### config.mk
export PLATFORM = sky130hd
export DESIGN_NAME = elevator_stop_order
export DESIGN_NICKNAME = d
export VERILOG_FILES = /design/src/hdl/esto_pkg.sv /design/src/hdl/esto_map_ram.sv /design/src/hdl/esto_press.sv /design/src/hdl/esto_scan.sv /design/src/hdl/elevator_stop_order.sv
export SDC_FILE = /design/constraint.sdc
export NUM_CORES = 1
export LEC_CHECK = 0
export ABC_AREA = 0
export BUFFER_PORTS_ARGS = -buffer_cell sky130_fd_sc_hd__buf_4
export CAP_MARGIN = 0
export CORE_MARGIN = 2
export CORE_UTILIZATION = 45
export DETAILED_ROUTE_END_ITERATION = 7
export SLEW_MARGIN = 20
export SYNTH_ARGS = -nofsm -noshare
export SYNTH_HDL_FRONTEND = slang
export SYNTH_HIERARCHICAL = 1
export SYNTH_SLANG_ARGS = --single-unit
### constraint.sdc
create_clock -name clk -period 9.05 [get_ports clk]
set_input_delay 0.4525 -clock clk [delete_from_list [all_inputs] [get_ports clk]]
set_output_delay 0.4525 -clock clk [all_outputs]
set_load 0.01 [all_outputs]
### src/hdl/esto_pkg.sv
`timescale 1ns / 1ps
`default_nettype none

package esto_pkg;

	// Floor space and batch limit
	localparam int FLOORS      = 1024;
	localparam int MAX_BUTTONS = 64;
	localparam int FLOOR_W     = 10;
	localparam int CNT_W       = $clog2(MAX_BUTTONS + 1);

	// Floor map is stored as rows of ROW_W floors
	localparam int ROW_W  = 32;
	localparam int ROWS   = FLOORS / ROW_W;
	localparam int BIT_AW = $clog2(ROW_W);
	localparam int ROW_AW = FLOOR_W - BIT_AW;

	// Travel direction codes
	localparam logic signed [1:0] DIR_UP   = 2'sb01;
	localparam logic signed [1:0] DIR_DOWN = 2'sb11;

	typedef logic [ROW_W-1:0] row_t;

	// One access to the floor map memory
	typedef struct packed {
		logic              re;
		logic [ROW_AW-1:0] raddr;
		logic              we;
		logic [ROW_AW-1:0] waddr;
		row_t              wdata;
	} mem_req_t;

	// Batch hand-off from the press path to the scanner
	typedef struct packed {
		logic               start;
		logic [FLOOR_W-1:0] cur_floor;
		logic signed [1:0]  dir;
		logic               ovf;
	} batch_t;

	// Lowest set bit (asc) or highest set bit (!asc) of a row
	function automatic logic [BIT_AW-1:0] first_set(input row_t v, input logic asc);
		logic [BIT_AW-1:0] pos;
		pos = '0;
		if (asc) begin
			for (int i = ROW_W - 1; i >= 0; i--) begin
				if (v[i]) pos = BIT_AW'(i);
			end
		end else begin
			for (int i = 0; i < ROW_W; i++) begin
				if (v[i]) pos = BIT_AW'(i);
			end
		end
		return pos;
	endfunction

endpackage

`default_nettype wire

### src/hdl/esto_map_ram.sv
`timescale 1ns / 1ps
`default_nettype none

module esto_map_ram import esto_pkg::*; (
	input  wire logic              clk,
	input  wire logic              arst_n,
	input  wire logic              re,
	input  wire logic [ROW_AW-1:0] raddr,
	output row_t                   rdata,
	input  wire logic              we,
	input  wire logic [ROW_AW-1:0] waddr,
	input  wire row_t              wdata
);

	row_t            mem_q [ROWS];
	row_t            rdata_q;
	logic [ROWS-1:0] vld_q;
	logic            rvld_q;

	// Row valid bits: a row never written reads as zero
	always_ff @(posedge clk or negedge arst_n) begin
		if (!arst_n) begin
			vld_q  <= '0;
			rvld_q <= 1'b0;
		end else begin
			if (we) vld_q[waddr] <= 1'b1;
			if (re) rvld_q <= vld_q[raddr];
		end
	end

	// Storage, read-before-write on a shared address
	always_ff @(posedge clk) begin
		if (we) mem_q[waddr] <= wdata;
		if (re) rdata_q <= mem_q[raddr];
	end

	assign rdata = rvld_q ? rdata_q : '0;

endmodule

`default_nettype wire

### src/hdl/esto_press.sv
`timescale 1ns / 1ps
`default_nettype none

module esto_press import esto_pkg::*; (
	input  wire logic               clk,
	input  wire logic               arst_n,
	input  wire logic               acc,
	input  wire logic [FLOOR_W-1:0] floor,
	input  wire logic [FLOOR_W-1:0] current_floor,
	input  wire logic signed [1:0]  direction,
	input  wire logic               last,
	input  wire row_t               rdata,
	output mem_req_t                req,
	output batch_t                  batch
);

	logic [CNT_W-1:0]  count_q;
	logic              drop_q;
	logic              press_ok;
	logic              valid_s1;
	logic [ROW_AW-1:0] row_s1;
	logic [BIT_AW-1:0] bit_s1;
	logic              fwd_valid_q;
	logic [ROW_AW-1:0] fwd_row_q;
	row_t              fwd_data_q;
	row_t              base;
	row_t              wdata;
	logic              start_q;
	logic [FLOOR_W-1:0] cur_q;
	logic signed [1:0] dir_q;
	logic              ovf_q;

	assign press_ok = count_q < CNT_W'(MAX_BUTTONS);

	// Batch counters and the read stage of the row update
	always_ff @(posedge clk or negedge arst_n) begin
		if (!arst_n) begin
			count_q     <= '0;
			drop_q      <= 1'b0;
			valid_s1    <= 1'b0;
			fwd_valid_q <= 1'b0;
			start_q     <= 1'b0;
		end else begin
			valid_s1    <= acc & press_ok;
			fwd_valid_q <= valid_s1;
			start_q     <= acc & last;
			if (acc) begin
				if (last) begin
					count_q <= '0;
					drop_q  <= 1'b0;
				end else if (press_ok) begin
					count_q <= count_q + CNT_W'(1);
				end else begin
					drop_q <= 1'b1;
				end
			end
		end
	end

	always_ff @(posedge clk) begin
		if (acc) begin
			row_s1 <= floor[FLOOR_W-1:BIT_AW];
			bit_s1 <= floor[BIT_AW-1:0];
		end
		if (acc && last) begin
			cur_q <= current_floor;
			dir_q <= direction;
			ovf_q <= drop_q | ~press_ok;
		end
		fwd_row_q  <= row_s1;
		fwd_data_q <= wdata;
	end

	// Set the pressed bit; forward the previous write to the same row
	always_comb begin
		base  = (fwd_valid_q && (fwd_row_q == row_s1)) ? fwd_data_q : rdata;
		wdata = base | (row_t'(1) << bit_s1);
	end

	assign req.re    = acc;
	assign req.raddr = floor[FLOOR_W-1:BIT_AW];
	assign req.we    = valid_s1;
	assign req.waddr = row_s1;
	assign req.wdata = wdata;

	assign batch.start     = start_q;
	assign batch.cur_floor = cur_q;
	assign batch.dir       = dir_q;
	assign batch.ovf       = ovf_q;

endmodule

`default_nettype wire

### src/hdl/esto_scan.sv
`timescale 1ns / 1ps
`default_nettype none

module esto_scan import esto_pkg::*; (
	input  wire logic                clk,
	input  wire logic                arst_n,
	input  wire batch_t              batch,
	input  wire row_t                rdata,
	output mem_req_t                 req,
	output logic                     busy,
	output logic                     out_valid,
	input  wire logic                out_ready,
	output logic [FLOOR_W-1:0]       stop_floor,
	output logic                     empty_res,
	output logic                     overflow,
	output logic                     last_stop
);

	typedef enum logic [4:0] {
		S_IDLE = 5'b00001,
		S_RD   = 5'b00010,
		S_LD   = 5'b00100,
		S_EMIT = 5'b01000,
		S_FIN  = 5'b10000
	} state_t;

	state_t             state_q;
	logic [FLOOR_W-1:0] cur_q;
	logic               emit_en_q;
	logic               up_q;
	logic               asc_q;
	logic               phase2_q;
	logic               first_q;
	logic               ovf_q;
	logic [ROW_AW-1:0]  row_q;
	row_t               saved_q;
	row_t               work_q;
	logic               pend_valid_q;
	logic [FLOOR_W-1:0] pend_q;
	logic               out_valid_q;

	logic [BIT_AW-1:0]  cur_bit;
	row_t               hi_mask;
	row_t               lo_mask;
	logic               found;
	logic [BIT_AW-1:0]  pos;
	logic               out_free;
	logic               take;
	logic               push_mid;
	logic               push_fin;
	logic               at_end;

	// Row masks around the car floor, bit search in the working row
	always_comb begin
		cur_bit  = cur_q[BIT_AW-1:0];
		hi_mask  = {ROW_W{1'b1}} << cur_bit;
		lo_mask  = ~hi_mask;
		found    = |work_q;
		pos      = first_set(work_q, asc_q);
		out_free = ~out_valid_q | out_ready;
		take     = (state_q == S_EMIT) && found && (!pend_valid_q || out_free);
		push_mid = take && pend_valid_q;
		push_fin = (state_q == S_FIN) && out_free;
		at_end   = asc_q ? (row_q == ROW_AW'(ROWS - 1)) : (row_q == '0);
	end

	// Sequencer: each row is read once and written back as zero
	always_ff @(posedge clk or negedge arst_n) begin
		if (!arst_n) begin
			state_q      <= S_IDLE;
			emit_en_q    <= 1'b0;
			up_q         <= 1'b0;
			asc_q        <= 1'b0;
			phase2_q     <= 1'b0;
			first_q      <= 1'b0;
			pend_valid_q <= 1'b0;
			out_valid_q  <= 1'b0;
		end else begin
			unique case (state_q)
				S_IDLE: begin
					if (batch.start) begin
						emit_en_q <= (batch.dir == DIR_UP) || (batch.dir == DIR_DOWN);
						up_q      <= batch.dir != DIR_DOWN;
						asc_q     <= batch.dir != DIR_DOWN;
						phase2_q  <= 1'b0;
						first_q   <= 1'b1;
						state_q   <= S_RD;
					end
				end
				S_RD: state_q <= S_LD;
				S_LD: begin
					first_q <= 1'b0;
					state_q <= S_EMIT;
				end
				S_EMIT: begin
					if (found) begin
						if (take) pend_valid_q <= 1'b1;
					end else if (!at_end) begin
						state_q <= S_RD;
					end else if (!phase2_q) begin
						phase2_q <= 1'b1;
						asc_q    <= ~up_q;
					end else begin
						state_q <= S_FIN;
					end
				end
				S_FIN: begin
					if (out_free) begin
						pend_valid_q <= 1'b0;
						state_q      <= S_IDLE;
					end
				end
				default: state_q <= S_IDLE;
			endcase

			if (push_mid || push_fin) out_valid_q <= 1'b1;
			else if (out_ready) out_valid_q <= 1'b0;
		end
	end

	// Row data, pending stop and the output register
	always_ff @(posedge clk) begin
		if (state_q == S_IDLE && batch.start) begin
			cur_q <= batch.cur_floor;
			ovf_q <= batch.ovf;
			row_q <= batch.cur_floor[FLOOR_W-1:BIT_AW];
		end
		if (state_q == S_LD) begin
			if (first_q) saved_q <= rdata;
			if (!emit_en_q) work_q <= '0;
			else if (first_q) work_q <= rdata & (up_q ? hi_mask : lo_mask);
			else work_q <= rdata;
		end
		if (state_q == S_EMIT) begin
			if (found) begin
				if (take) begin
					work_q <= work_q & ~(row_t'(1) << pos);
					pend_q <= {row_q, pos};
				end
			end else if (!at_end) begin
				row_q <= asc_q ? row_q + ROW_AW'(1) : row_q - ROW_AW'(1);
			end else if (!phase2_q) begin
				row_q  <= cur_q[FLOOR_W-1:BIT_AW];
				work_q <= emit_en_q ? (saved_q & (up_q ? lo_mask : hi_mask)) : '0;
			end
		end
		if (push_mid) begin
			stop_floor <= pend_q;
			empty_res  <= 1'b0;
			overflow   <= ovf_q;
			last_stop  <= 1'b0;
		end else if (push_fin) begin
			stop_floor <= pend_valid_q ? pend_q : '0;
			empty_res  <= ~pend_valid_q;
			overflow   <= ovf_q;
			last_stop  <= 1'b1;
		end
	end

	assign req.re    = (state_q == S_RD);
	assign req.raddr = row_q;
	assign req.we    = (state_q == S_LD);
	assign req.waddr = row_q;
	assign req.wdata = '0;

	assign busy      = (state_q != S_IDLE);
	assign out_valid = out_valid_q;

endmodule

`default_nettype wire

### src/hdl/elevator_stop_order.sv
// Orders one batch of elevator stops, LOOK style. Each press transaction marks
// its floor in a 1024-floor map held in a 32 x 32-bit memory; repeated floors
// merge, and presses past 64 in a batch are dropped and reported through
// overflow on every result of that batch. Presses are taken one per
// cycle while press_ready is high. The transaction flagged last samples
// current_floor and direction, then the block stops taking presses while it
// scans the memory row by row: up gives the floors at or above the car
// rising, then those below falling; down the reverse; any other direction,
// or an empty map, gives a single result with empty_res set. last_stop marks
// the final result. The scan reads, loads and tests each memory row in turn
// and hands out stops as it finds them, stalling while stop_ready is low;
// it also leaves the map cleared for the next batch.
`timescale 1ns / 1ps
`default_nettype none

module elevator_stop_order import esto_pkg::*; (
	input  wire logic               clk,
	input  wire logic               arst_n,
	input  wire logic               press_valid,
	output logic                    press_ready,
	input  wire logic [FLOOR_W-1:0] floor,
	input  wire logic [FLOOR_W-1:0] current_floor,
	input  wire logic signed [1:0]  direction,
	input  wire logic               last,
	output logic                    stop_valid,
	input  wire logic               stop_ready,
	output logic [FLOOR_W-1:0]      stop_floor,
	output logic                    empty_res,
	output logic                    overflow,
	output logic                    last_stop
);

	logic     acc;
	logic     busy;
	batch_t   batch;
	mem_req_t press_req;
	mem_req_t scan_req;
	mem_req_t mem_req;
	row_t     rdata;

	// No presses while a batch is being drained or scanned
	assign press_ready = ~busy & ~batch.start;
	assign acc         = press_valid & press_ready;

	// Memory port goes to the scanner while it runs
	assign mem_req = busy ? scan_req : press_req;

	esto_map_ram u_ram (
		.clk    (clk),
		.arst_n (arst_n),
		.re     (mem_req.re),
		.raddr  (mem_req.raddr),
		.rdata  (rdata),
		.we     (mem_req.we),
		.waddr  (mem_req.waddr),
		.wdata  (mem_req.wdata)
	);

	esto_press u_press (
		.clk           (clk),
		.arst_n        (arst_n),
		.acc           (acc),
		.floor         (floor),
		.current_floor (current_floor),
		.direction     (direction),
		.last          (last),
		.rdata         (rdata),
		.req           (press_req),
		.batch         (batch)
	);

	esto_scan u_scan (
		.clk        (clk),
		.arst_n     (arst_n),
		.batch      (batch),
		.rdata      (rdata),
		.req        (scan_req),
		.busy       (busy),
		.out_valid  (stop_valid),
		.out_ready  (stop_ready),
		.stop_floor (stop_floor),
		.empty_res  (empty_res),
		.overflow   (overflow),
		.last_stop  (last_stop)
	);

endmodule

`default_nettype wire
# Yosys cells after proc, flatten, opt, wreduce, memory -nomap -nowiden
# Memory sizes are Yosys's and may differ from the RTL's. A register that Yosys moved wholly into a read port is not among the register bits.
# Index checks and enable logic that the tools add are counted.
[classes]
magnitude_cmp = 4
add_sub_neg = 3
n_eq_ne = 20
shift = 3
muxes = 123
n_bitwise = 19
reduce_logical = 30
[op_table]
columns = ["operator", "count"]
rows = [
  ["32-bit two-way mux", 13],
  ["5-bit two-way mux", 60],
  ["32-bit AND", 3],
  ["32-bit NOT", 2],
  ["32-bit bitwise OR", 2],
  ["1-bit by 5-bit left shift with 32-bit output (first input constant)", 2],
  ["44-bit two-way mux", 1],
  ["4-bit two-way mux", 8],
  ["32-bit OR reduction", 1],
  ["32-bit by 5-bit left shift with 32-bit output (first input constant)", 1],
  ["10-bit two-way mux", 3],
  ["5-bit one-hot mux with 5 select lines", 1],
  ["1-bit two-way mux", 23],
  ["7-bit two-way mux", 2],
  ["5-bit by 6-bit less-than comparator with 1-bit output (second input constant)", 2],
  ["3-bit two-way mux", 4],
  ["4-bit AND reduction", 3],
  ["2-bit nonzero test", 6],
  ["5-bit equality test (second input constant)", 2],
  ["2-bit by 1-bit != test with 1-bit output (second input constant)", 5],
  ["2-bit AND reduction", 5],
  ["1-bit logical AND", 8],
  ["2-bit != test (second input constant)", 4],
  ["1-bit one-hot mux with 2 select lines", 4],
  ["other kinds (25)", 37],
]
[word_totals]
ramBits = 1024
out_inout_bits = 15
mem_count = 1
ff_bits = 219
[memory_table]
columns = ["name", "words", "word_bits", "read_ports", "rd_clocked_by_memory_dff", "write_ports", "line_no", "source"]
rows = [
  ["u_ram.mem_q", 32, 32, 1, 1, 1, "esto_map_ram.sv:15", "row_t mem_q [ROWS];"],
]

# Logic depth before layout (Yosys ltp)
[depth]
word_depth = 39
depth_mapped = 14
ltp_nobuf = 9

# Modules after synthesis
# The synthesis kept the hierarchy.
[by_module_without_submodules]
columns = ["mod", "n_inst", "area_per_inst_um2", "cells_per_inst", "seq_area_each_um2"]
rows = [
  ["esto_map_ram", 1, 41411.0, 1672, 32536.2],
  ["esto_scan", 1, 6712.7, 709, 3004.1],
  ["esto_press", 1, 2840.2, 273, 1706.6],
  ["elevator_stop_order", 1, 740.7, 51, 0.0],
]

# Least setup slack after synthesis
# Ideal clock, no wire load.
[synth_timing]
path_type = "flip-flop to flip-flop"
start = "register u_scan.state_q[3]"
end = "memory u_ram/mem_q[12][0] (netlist name) (enable)"
required_time_ps = 8628
path_buffers = 2
period_less_slack_ps = 3885
t_arrival_ps = 3463
path_stages_with_launch = 9
setup_ps = 422
setup_slack_ps = 5165
path_cell_list = "dfrtp_1 -> nor2_1 -> nand3_1 -> inv_1 -> buf_1 -> mux2_4 -> or3b_2 -> clkbuf_1 -> nor2_1"
[synth_rtl]
columns = ["element", "line_no", "source"]
rows = [
  ["start: declaration", "esto_scan.sv:27", "state_t state_q;"],
  ["start signal: assignment", "esto_scan.sv:70", "state_q <= S_IDLE;"],
  ["start signal: assignment", "esto_scan.sv:87", "state_q <= S_RD;"],
  ["start signal: assignment", "esto_scan.sv:90", "S_RD: state_q <= S_LD;"],
  ["end: declaration", "esto_map_ram.sv:15", ""],
]

==> key figures <==
Synthesis
  – Cell type with the largest total area after synthesis: edfxtp_1
  – Top cells by count, synth: edfxtp_1 (1143), mux4_2 (320), nor2_1 (100)
  – Most instantiated library cell after synthesis: edfxtp_1
  – Proportion of register bits with asynchronous set or reset after synthesis: roughly 4.4%
  – Post-Syn Area per Cell: between 15 and 20 um^2
  – Area share of the leading cell type in the synthesized netlist: around 66%
  – Number of cells produced by synthesis: 2705
  – Leading post-synthesis cells by cell area: edfxtp_1 (66%), mux4_2 (14%), dfxtp_1 (2.9%)
  – #FFs+latches synth: approximately 1300
  – Fraction of the yosys area taken by sequential cells: 72.0%
  – Number of flops mapped to enable cells by yosys: 1143
  – Warnings, synthesis: 6
  – Post-synth design cell area: between 50000 and 60000 um^2
  – Post-synthesis cell type count: a little over 80
  – Most frequently used flop master after synthesis: edfxtp_1

Die
  – Number of rows in the core area: roughly 120
  – Total core area: between 100000 and 150000 um^2
  – Starting Density: 45.3%
  – Die Y-Extent: 343 um
  – Floorplan die area: 118000 um^2
  – Boundary Pins: 42
  – Die Width: between 300 and 400 um

Placement
  – Number of buffers inserted by port buffering: between 40 and 50
  – Detail Placement HPWL: between 70000 and 80000 um
  – Placer Congestion: approximately 0.86
  – Placed Instances: 4128

Global route
  – Initial antenna violation count: 1
  – Largest net degree at the start of global routing: about 150
  – Via count of the first global-routing pass: 27359
  – Global-route usage over all layers: 22.9%
  – Remaining global-route overflow: 0
  – Wire length of the first global-routing pass: between 150000 and 200000 um

Cells and area
  – Layout overhead on the synthesized area: 12.2%
  – Area used by sequential logic in the layout: around 37000 um^2
  – Fill cells: approximately 9200
  – Final-stage net count: about 2800
  – Final standard cell count with taps included and fillers excluded: 4389
  – Share of final-layout standard cells stronger than drive strength 1: between 20% and 30%
  – Multi-input logic area: 13600 um^2
  – Share of the core filled with cells: about half

Setup path
  – Largest driver fanout on the critical path: 152
  – Arrival time reported for the critical path endpoint: 5550 ps
  – Worst setup EP type: register
  – Worst setup path class: register to register
  – Data required, critical path: about 9500 ps
  – Worst Setup Start Kind: register

Drt
  – DRC marker count from the first detailed-route iteration: ~3200
  – Detailed route wirelength on metal3: ~8900 um
  – Top layer used by detailed routing: met4
  – Number of routed nets with antenna violations: 0
  – Routed WL: roughly 130000 um
  – Detailed-route vias per instance: 6.15
  – Pre-antenna DRT Iters: 6
  – Number of DRC violations after detailed routing: 0
  – Routed wire length per instance: around 30 um
  – Length of routed wiring on met1: around 57000 um
  – Metal2 WL: about 64000 um
  – Routed vias: 26991

Power and ir drop
  – Relative contribution of the clock network to total power: between 20% and 30%
  – PwrDens: about 340 nW/um^2
  – Switching share of power: 31.2%
  – Switch Pwr: 6090 uW
  – Static power due to leakage: between 0.015 and 0.02 uW
  – PnR Total Power: 19500 uW
  – Internal power component: about 13000 uW
  – Part of the power in registers: a little over two fifths
  – Highest ir drop seen on vdd: about 0.35 mV
  – Relative contribution of combinational cells to total power: between 20% and 30%

Timing
  – Shortest period the worst path allows: between 5000 and 6000 ps
  – Final cycle utilization of the critical path: 56.0%
  – Setup Total Neg Slack: 0 ps
  – Final hold slack: 66.9 ps
  – Hold Vio Cnt, Final: 0
  – Final Skew: ~37 ps
  – Number of failing setup endpoints in the final timing report: 0
  – Upper clock frequency limit: about 200 MHz
  – Max transition margin: 20.2%
  – Slew at the pin closest to its max-slew limit: 1200 ps
  – Final Max Slew Viols: 0
  – RSZ-0062 raised after global routing: no

Clock tree
  – Total number of H-tree levels: 4
  – Post-CTS Resized: 0
  – CTS sink cnt: 1275
  – TritonCTS clock tree: yes
  – Clock Root Buffer: clkbuf_16
  – Clock slew at reported path FFs: about 60 ps
  – Clk Latency, worst-skew pair: 750 ps
  – Setup Buffers After CTS: 0
  – Clock buffers created by TritonCTS: roughly 130
  – CTS max path bufs: 3
  – Hold-fix buffers at CTS: 24

Job
  – Max-cap viol count: 0

Hold path
  – Class of the worst hold path: input pin to register

Status
  – Run status: finished, final reports clean
critical path: stages, from the launching register on:
cell and delay (ps):
dfrtp_1 430, nor2_1 90, and3_1 210, inv_2 60, buf_4 700, mux2_8 990, buf_12 750, mux4_2 430
mux4_2 500, mux2_2 280
flip-flops by register name (all words and copies together), names as in the netlist, 2 cells and up:
signal and flops:
u_press/bit_s1 5, u_press/count_q 7, u_press/cur_q 10, u_press/dir_q 2
u_press/fwd_data_q 32, u_press/fwd_row_q 5, u_press/row_s1 5, u_ram/mem_q 1024
u_ram/rdata_q 32, u_ram/vld_q 32, u_scan/cur_q 10, u_scan/pend_q 10
u_scan/row_q 5, u_scan/saved_q 32, u_scan/state_q 5, u_scan/stop_floor 10
u_scan/work_q 32
power groups by stage:
stage | Sequential [uW] | Clock, uW | Combinational [uW]
CTS | 8460 | 5440 | 5750
floorplan | 8270 | 0 | 4330
detailed placement | 8580 | 0 | 5730
global placement | 8560 | 0 | 5560
finish | 8470 | 5340 | 5710
global route | 8520 | 5660 | 6140
per-stage QoR:
stage / setup WS [ps] / area, um^2
global route: 3830 / 58000
global placement: 4120 / 53500
detailed placement: 4120 / 53500
CTS: 4100 / 58000
floorplan: 5170 / 51800
finish: 3980 / 58000
routing by layer:
metal	vias up	global-route usage, %
met5	-	0
li1	11088	-
met1	14623	33.3
met3	196	3.59
met4	0	7.59
met2	1084	35.7
cells in the final DEF (no fill, tap or decap), types with 14 or more instances in the layout:
cell and instances:
nand3_1 85, nand2_1 65, and2_1 50, clkbuf_1 32, or2_2 35, clkbuf_16 134
o311ai_1 27, dlygate4sd3_1 24, clkinv_1 22, mux4_2 320, buf_4 86, xor2_1 24
nand2b_1 14, a21oi_1 79, edfxtp_1 1143, conb_1 32, inv_1 17, xnor2_1 20
a31oi_1 24, mux2_2 36, dfxtp_1 76, nor2_4 33, clkinv_2 15, mux2_4 37
mux2i_1 16, nor3_1 14, dfrtp_1 54, o21ai_0 45, o211ai_1 48, nor2_1 67
cells by family (layout without fill, tap and decap cells):
family	Yosys count	after routing	share of synthesized area, %
and+or+nand+nor	444	444	4.60
adders and majority gates	5	5	0.136
buffers and inverters	228	366	2.48
xor gates and xnor gates	44	44	0.745
DFF	1275	1275	72.0
muxes	412	412	16.2
AOI/OAI and AO/OA	296	296	3.82
other	1	35	0.00725
cell type report:
type	instances	share of cell area, %
flip-flops and latches	1275	64.2
clock inverters	65	1.27
multi-input cells	1233	23.4
clock buffers	168	6.03
well taps	1512	3.26
diodes	3	0.0129
repair buffers	114	1.68
inverters	19	0.123
path summary, 6_finish.rpt:
path | start | to | slack, ps | cells after the start
worst max-delay path | u_scan/state_q[1] | u_ram/rdata_q[4] | 3980 | 9
worst min-delay path | stop_ready | u_scan/state_q[4] | 70 | 4
worst min register to register | u_press/cur_q[4] | u_scan/cur_q[4] | 420 | 0
worst max register to register | u_scan/state_q[1] | u_ram/rdata_q[4] | 3980 | 9
max in group asynchronous | arst_n | u_ram/rvld_q | 8160 | 2
min in group asynchronous | arst_n | u_scan/state_q[2] | 330 | 2
Power figures use the tool's default switching activity.
